### config.mk
export PLATFORM = sky130hd
export DESIGN_NAME = srs_cmp
export DESIGN_NICKNAME = d
export VERILOG_FILES = /design/src/rtl/core/srs_pkg.sv /design/src/rtl/core/srs_cmp.sv
export SDC_FILE = /design/constraint.sdc
export NUM_CORES = 1
export LEC_CHECK = 0
export BUFFER_PORTS_ARGS = -buffer_cell sky130_fd_sc_hd__buf_2
export CAP_MARGIN = 20
export CORE_AREA = 2 2 71 141
export DETAILED_ROUTE_END_ITERATION = 6
export DIE_AREA = 0 0 73 143
export GPL_ROUTABILITY_DRIVEN = 0
export MAX_ROUTING_LAYER = met4
export SYNTH_ARGS = -nofsm -noshare
export SYNTH_HDL_FRONTEND = slang
export SYNTH_SLANG_ARGS = --single-unit
### constraint.sdc
create_clock -name vclk -period 3.5
set_clock_uncertainty 0.15 [all_clocks]
set_input_delay 0.35 -clock vclk [all_inputs]
set_output_delay 0.35 -clock vclk [all_outputs]
set_load 0.05 [all_outputs]
### src/rtl/core/srs_pkg.sv
// ----------------------------------------------------------------------------
// srs_pkg: shared definitions for the sorted range set
// Sizes, function codes, entry layout, compare flags and sequencer states.
// ----------------------------------------------------------------------------
`default_nettype none

package srs_pkg;

   localparam int MAX_RANGES = 1024;
   localparam int ADDR_W     = $clog2(MAX_RANGES);
   localparam int CNT_W      = $clog2(MAX_RANGES + 1);
   localparam int DATA_W     = 32;
   localparam int FUNC_W     = 2;
   localparam int SLOT_W     = 10;
   localparam int ENTRY_W    = 2 * DATA_W;

   localparam logic [FUNC_W-1:0] FUNC_ADD   = 2'd0;
   localparam logic [FUNC_W-1:0] FUNC_READ  = 2'd1;
   localparam logic [FUNC_W-1:0] FUNC_CLEAR = 2'd2;

   typedef struct packed {
      logic [DATA_W-1:0] low;
      logic [DATA_W-1:0] high;
   } srs_entry_type;

   typedef struct packed {
      logic start_le;    // entry low <= index
      logic start_next;  // index + 1 == entry low
      logic high_ge;     // entry high >= index
      logic high_next;   // entry high + 1 == index
   } srs_cmp_type;

   typedef enum logic [3:0] {
      ST_IDLE,
      ST_SCAN_RD,
      ST_SCAN_CMP,
      ST_DECIDE,
      ST_SHUP_RD,
      ST_SHUP_WR,
      ST_INS,
      ST_SHDN_RD,
      ST_SHDN_WR,
      ST_READ_RD,
      ST_READ_WAIT,
      ST_DONE
   } srs_state_type;

endpackage

`default_nettype wire

### src/rtl/core/srs_cmp.sv
// ----------------------------------------------------------------------------
// srs_cmp: shared compare unit
// Compares the item index against a range start and a range end.
// ----------------------------------------------------------------------------
`default_nettype none

module srs_cmp (
   input  wire logic [srs_pkg::DATA_W-1:0] index_value,
   input  wire logic [srs_pkg::DATA_W-1:0] range_start,
   input  wire logic [srs_pkg::DATA_W-1:0] range_stop,
   output srs_pkg::srs_cmp_type            flags
);
   import srs_pkg::*;

   always_comb begin
      flags.start_le   = (range_start <= index_value);
      flags.start_next = ((index_value + DATA_W'(1)) == range_start);
      flags.high_ge    = (range_stop >= index_value);
      flags.high_next  = ((range_stop + DATA_W'(1)) == index_value);
   end

endmodule

`default_nettype wire

-- Yosys cells after proc, flatten, opt, wreduce, memory -nomap -nowiden
Cells that the tools add are included.
- register bits: 0
- input bits: 96
- output and inout bits: 4
- logic and storage cells: 6
- add/sub/neg operators: 2
- magnitude comparators: 2
- eq/ne operators: 2
- operator list (operator ; count):
    adder 32 x 1 -> 32 bit, second input constant ; 2
    equality test 32 bit ; 2
    >= comparator 32 bit ; 1
    less-or-equal comparator 32 bit ; 1

-- Longest topological paths before layout
- depth after elaboration: 2
- gate-level depth with buffers: 11
- depth with buffers taken out: 10

-- Least setup slack after synthesis
OpenSTA, ideal clock, no wires.
- path kind: input port to output port
- from: in range_stop[5] (netlist bit)
- to: out flags[0] (netlist bit)
- data arrival time: 3.498 ns
- required time: 3.000 ns
- path slack: -0.498 ns
- stages on the path: 9
- cell sequence: clkbuf_1 nand4_1 nor3_2 nand3_1 or4_1 mux2i_1 mux2i_1 a2bb2oi_1 nor4_1
- RTL lines (what ; line ; RTL):
    from (decl) ; srs_cmp.sv:10 ; input wire logic [srs_pkg::DATA_W-1:0] range_stop,
    to (decl) ; srs_cmp.sv:11 ; output srs_pkg::srs_cmp_type flags

==> impl_metrics.py <==
metrics = {
    "route": {
        "drc": 0,
        "wl_um": 13500,
        "drt-vias-per-instance": 6.04,
        "firstDrtPassIters": 4,
        "post_drt_wl_per_cell_um": 18.8,
        "route.vias.total": 4344,
        "detail-route-antenna-nets": 0,
        "detailedRoute.firstIterationViolations": 257,
    },
    "timing": {
        "setup_repair_after_global_routing_missed_its_margin": "yes",
        "setup_violations": 0,
        "timing.final.crit_share_pct": 96.1,
        "max_freq_mhz": 297,
        "max_slew_margin_pct": 66.9,
        "worst_slew_pin_slew_ps": 493,
        "period_needed_ps": 3360,
        "timing.final.hold_violations": 0,
        "tns_ps": 0,
        "maxSlewViolCount": 0,
    },
    "floorplan": {
        "placementRows": 50,
        "die_area_mm2": 0.0104,
        "fp.dieW_um": 73,
        "die_height_um": 143,
        "io_pins": 100,
        "initial_cell_density_of_the_core_pct": 39.3,
        "core_mm2": 0.00932,
    },
    "logic_synthesis": {
        "synth_cell_types": 58,
        "synthesis.area_mm2": 0.00367,
        "synth-seq-area-share_pct": 0,
        "synth_warnings": 0,
        "postSynthNetCount": 677,
        "average_footprint_of_a_synthesized_cell_um2": 7.12,
        "synthesis.instances": 515,
    },
    "global_route": {
        "groute.layer.met2.usage_pct": 52.5,
        "grt_first_pass_wirelength_um": 21300,
        "grt_overflow_total": 0,
        "grt-busiest-layer": "met2",
        "antenna_violations_before_repair": 0,
        "global_route.usage.total_pct": 26.8,
        "global_route.usage.met1_pct": 25.2,
        "number_of_global_route_vias_before_repair": 4486,
        "globalRouteMet3Util_pct": 0.847,
        "grt_max_degree": 13,
    },
    "placement": {
        "port_buffers": 100,
        "hpwl_after_detailed_placement_um": 12200,
        "numPlacedInstances": 719,
    },
    "final_layout": {
        "clkbuf_count": 0,
        "syn2layout_area_growth_pct": 18.5,
        "num-fill-cells": 969,
        "finalNonFillerCells": 719,
        "final_net_count": 779,
        "sequential_cell_area_um2": 0,
        "layout-drive-gt1-share_pct": 20.8,
        "diodes": 0,
        "nFlopsAndLatches": 0,
    },
    "power": {
        "worst_vdd_drop_mv": 0.0634,
        "p_leak_nw": 2.01,
        "power.density_cell_area_mw_per_mm2": 118,
        "power.total_w": 0.000513,
    },
    "setup_path": {
        "endpoint_kind": "output pin",
        "crit_required_ps": 3000,
        "worstPathMaxFanout": 8,
        "critPathArrivalTime_ps": 2860,
        "critical_path.startpoint_type": "input port",
        "setup.worst_path.class": "input port to output pin",
    },
    "flow_run": {
        "max_cap_viol_count": 0,
    },
    "min_path": {
        "holdCritStartpoint": "range_stop[31]",
        "hold_path_depth": 4,
        "path_type_of_the_worst_min_delay_path": "input port to output pin",
        "whs_endpoint": "flags[1]",
    },
    "cts": {
        "cts_setup_buffers": 0,
        "hold_buffers": 0,
    },
    "outcome": {
        "run_status": "finished clean",
    },
}
[worst max-delay path: stages]
cell and delay [ps]:
buf_2 130, ha_1 210, and4_2 260, nand4_1 320, nor3_1 450, nand3_1 150, xnor2_1 140, nor3_1 180
and4_1 210, and4_1 200, buf_2 260
[final cells by class]
type | instances | area (um2) | share of cell area, %
multi-input cells | 465 | 3490 | 80.2
repair buffers | 110 | 578 | 13.3
inverters | 40 | 150 | 3.46
well taps | 104 | 130 | 2.99
[routing by layer]
metal  part of all wire (%)  vias to the layer above  routed length, um
met5                      0                        -                  0
met4                    6.6                        0                891
met3                    4.3                       52                585
met2                     56                      164               7510
met1                     34                     2004               4530
li1                       -                     2124                  -
[through the flow]
step	util, %	setup slack [ps]	hold slack (ps)	area [um2]
after floorplan	-	67.5	871	3670
after global placement	46.4	141	1120	4320
after detailed placement	46.4	110	1120	4320
after CTS	46.4	102	1120	4320
after global routing	46.6	-5.88	1150	4350
final	46.6	137	1120	4350
[power by group]
part	internal, W	total (W)	switching (W)
clock network	0	0	0
registers	0	0	0
logic	0.000213	0.000513	0.000299
total	0.000213	0.000513	0.000299
[Yosys cell counts (2+ instances only)]
cell	count	area share, %
nor4_1	18	3.1
a211oi_1	5	1.0
and2_1	3	0.51
xnor2_1	52	12
nor2_1	30	3.1
o211a_1	2	0.55
inv_2	2	0.20
nand3_1	30	4.1
mux2i_1	10	2.7
inv_1	38	3.9
o21a_1	3	0.61
nand2_1	29	3.0
nand4_1	30	5.1
nor4_2	2	0.68
and4_1	8	1.9
nor2b_1	7	1.2
a221oi_1	2	0.48
mux2_2	3	0.92
xor2_1	31	7.4
a2bb2oi_1	2	0.48
a21o_1	15	3.1
nor3_1	19	2.6
nand2b_1	5	0.85
and3_1	4	0.68
o21ai_0	25	3.4
o211ai_1	3	0.61
o31ai_1	3	0.61
a31oi_1	2	0.34
a21oi_1	29	4.0
clkbuf_1	7	0.72
a22oi_1	2	0.41
nor3_2	3	0.82
ha_1	66	23
[cell families after synthesis]
group / Yosys count / synth area share, %
AOI/OAI and AO/OA: 103 / 18.0
adders and majority gates: 66 / 22.5
buffers and inverters: 50 / 5.63
muxes: 13 / 3.65
xor gates and xnor gates: 83 / 19.8
and+or+nand+nor: 200 / 30.4
[layout by cell type (no fill, tap or decap), types with 3 or more instances in the layout]
cell type,n
nor2b_1,7
buf_4,10
nor4_2,3
and4_1,8
mux2_2,3
xnor2_1,52
o31ai_1,3
o21a_1,3
a21o_1,15
nor3_1,18
inv_1,38
a211oi_1,5
nor3_2,4
nand4_1,30
buf_2,99
nand3_1,30
mux2i_1,10
nand2b_1,5
ha_1,66
and2_1,3
nor4_1,16
nand2_1,29
xor2_1,31
a21oi_1,29
o21ai_0,25
o211ai_1,3
and3_1,4
nor2_1,30
[worst max-delay path by stage]
stage / start / endpoint / slack (ps) / cells after the start
2_1_floorplan: range_stop[5] / flags[0] / 70 / 9
5_1_grt: range_stop[1] / flags[0] / -6 / 12
4_1_cts: index_value[1] / flags[2] / 100 / 11
3_5_place_dp: index_value[1] / flags[2] / 110 / 11
6_report: index_value[1] / flags[2] / 140 / 11
3_3_place_gp: index_value[1] / flags[2] / 140 / 11
[timing repair]
| item | CTS | global route |
|---|---|---|
| hold endpoints to repair | 0 | 0 |
| endpoints found under the setup margin | 0 | 2 |
| resized for setup | 0 | 5 |
(Power assumes the default switching activity.)
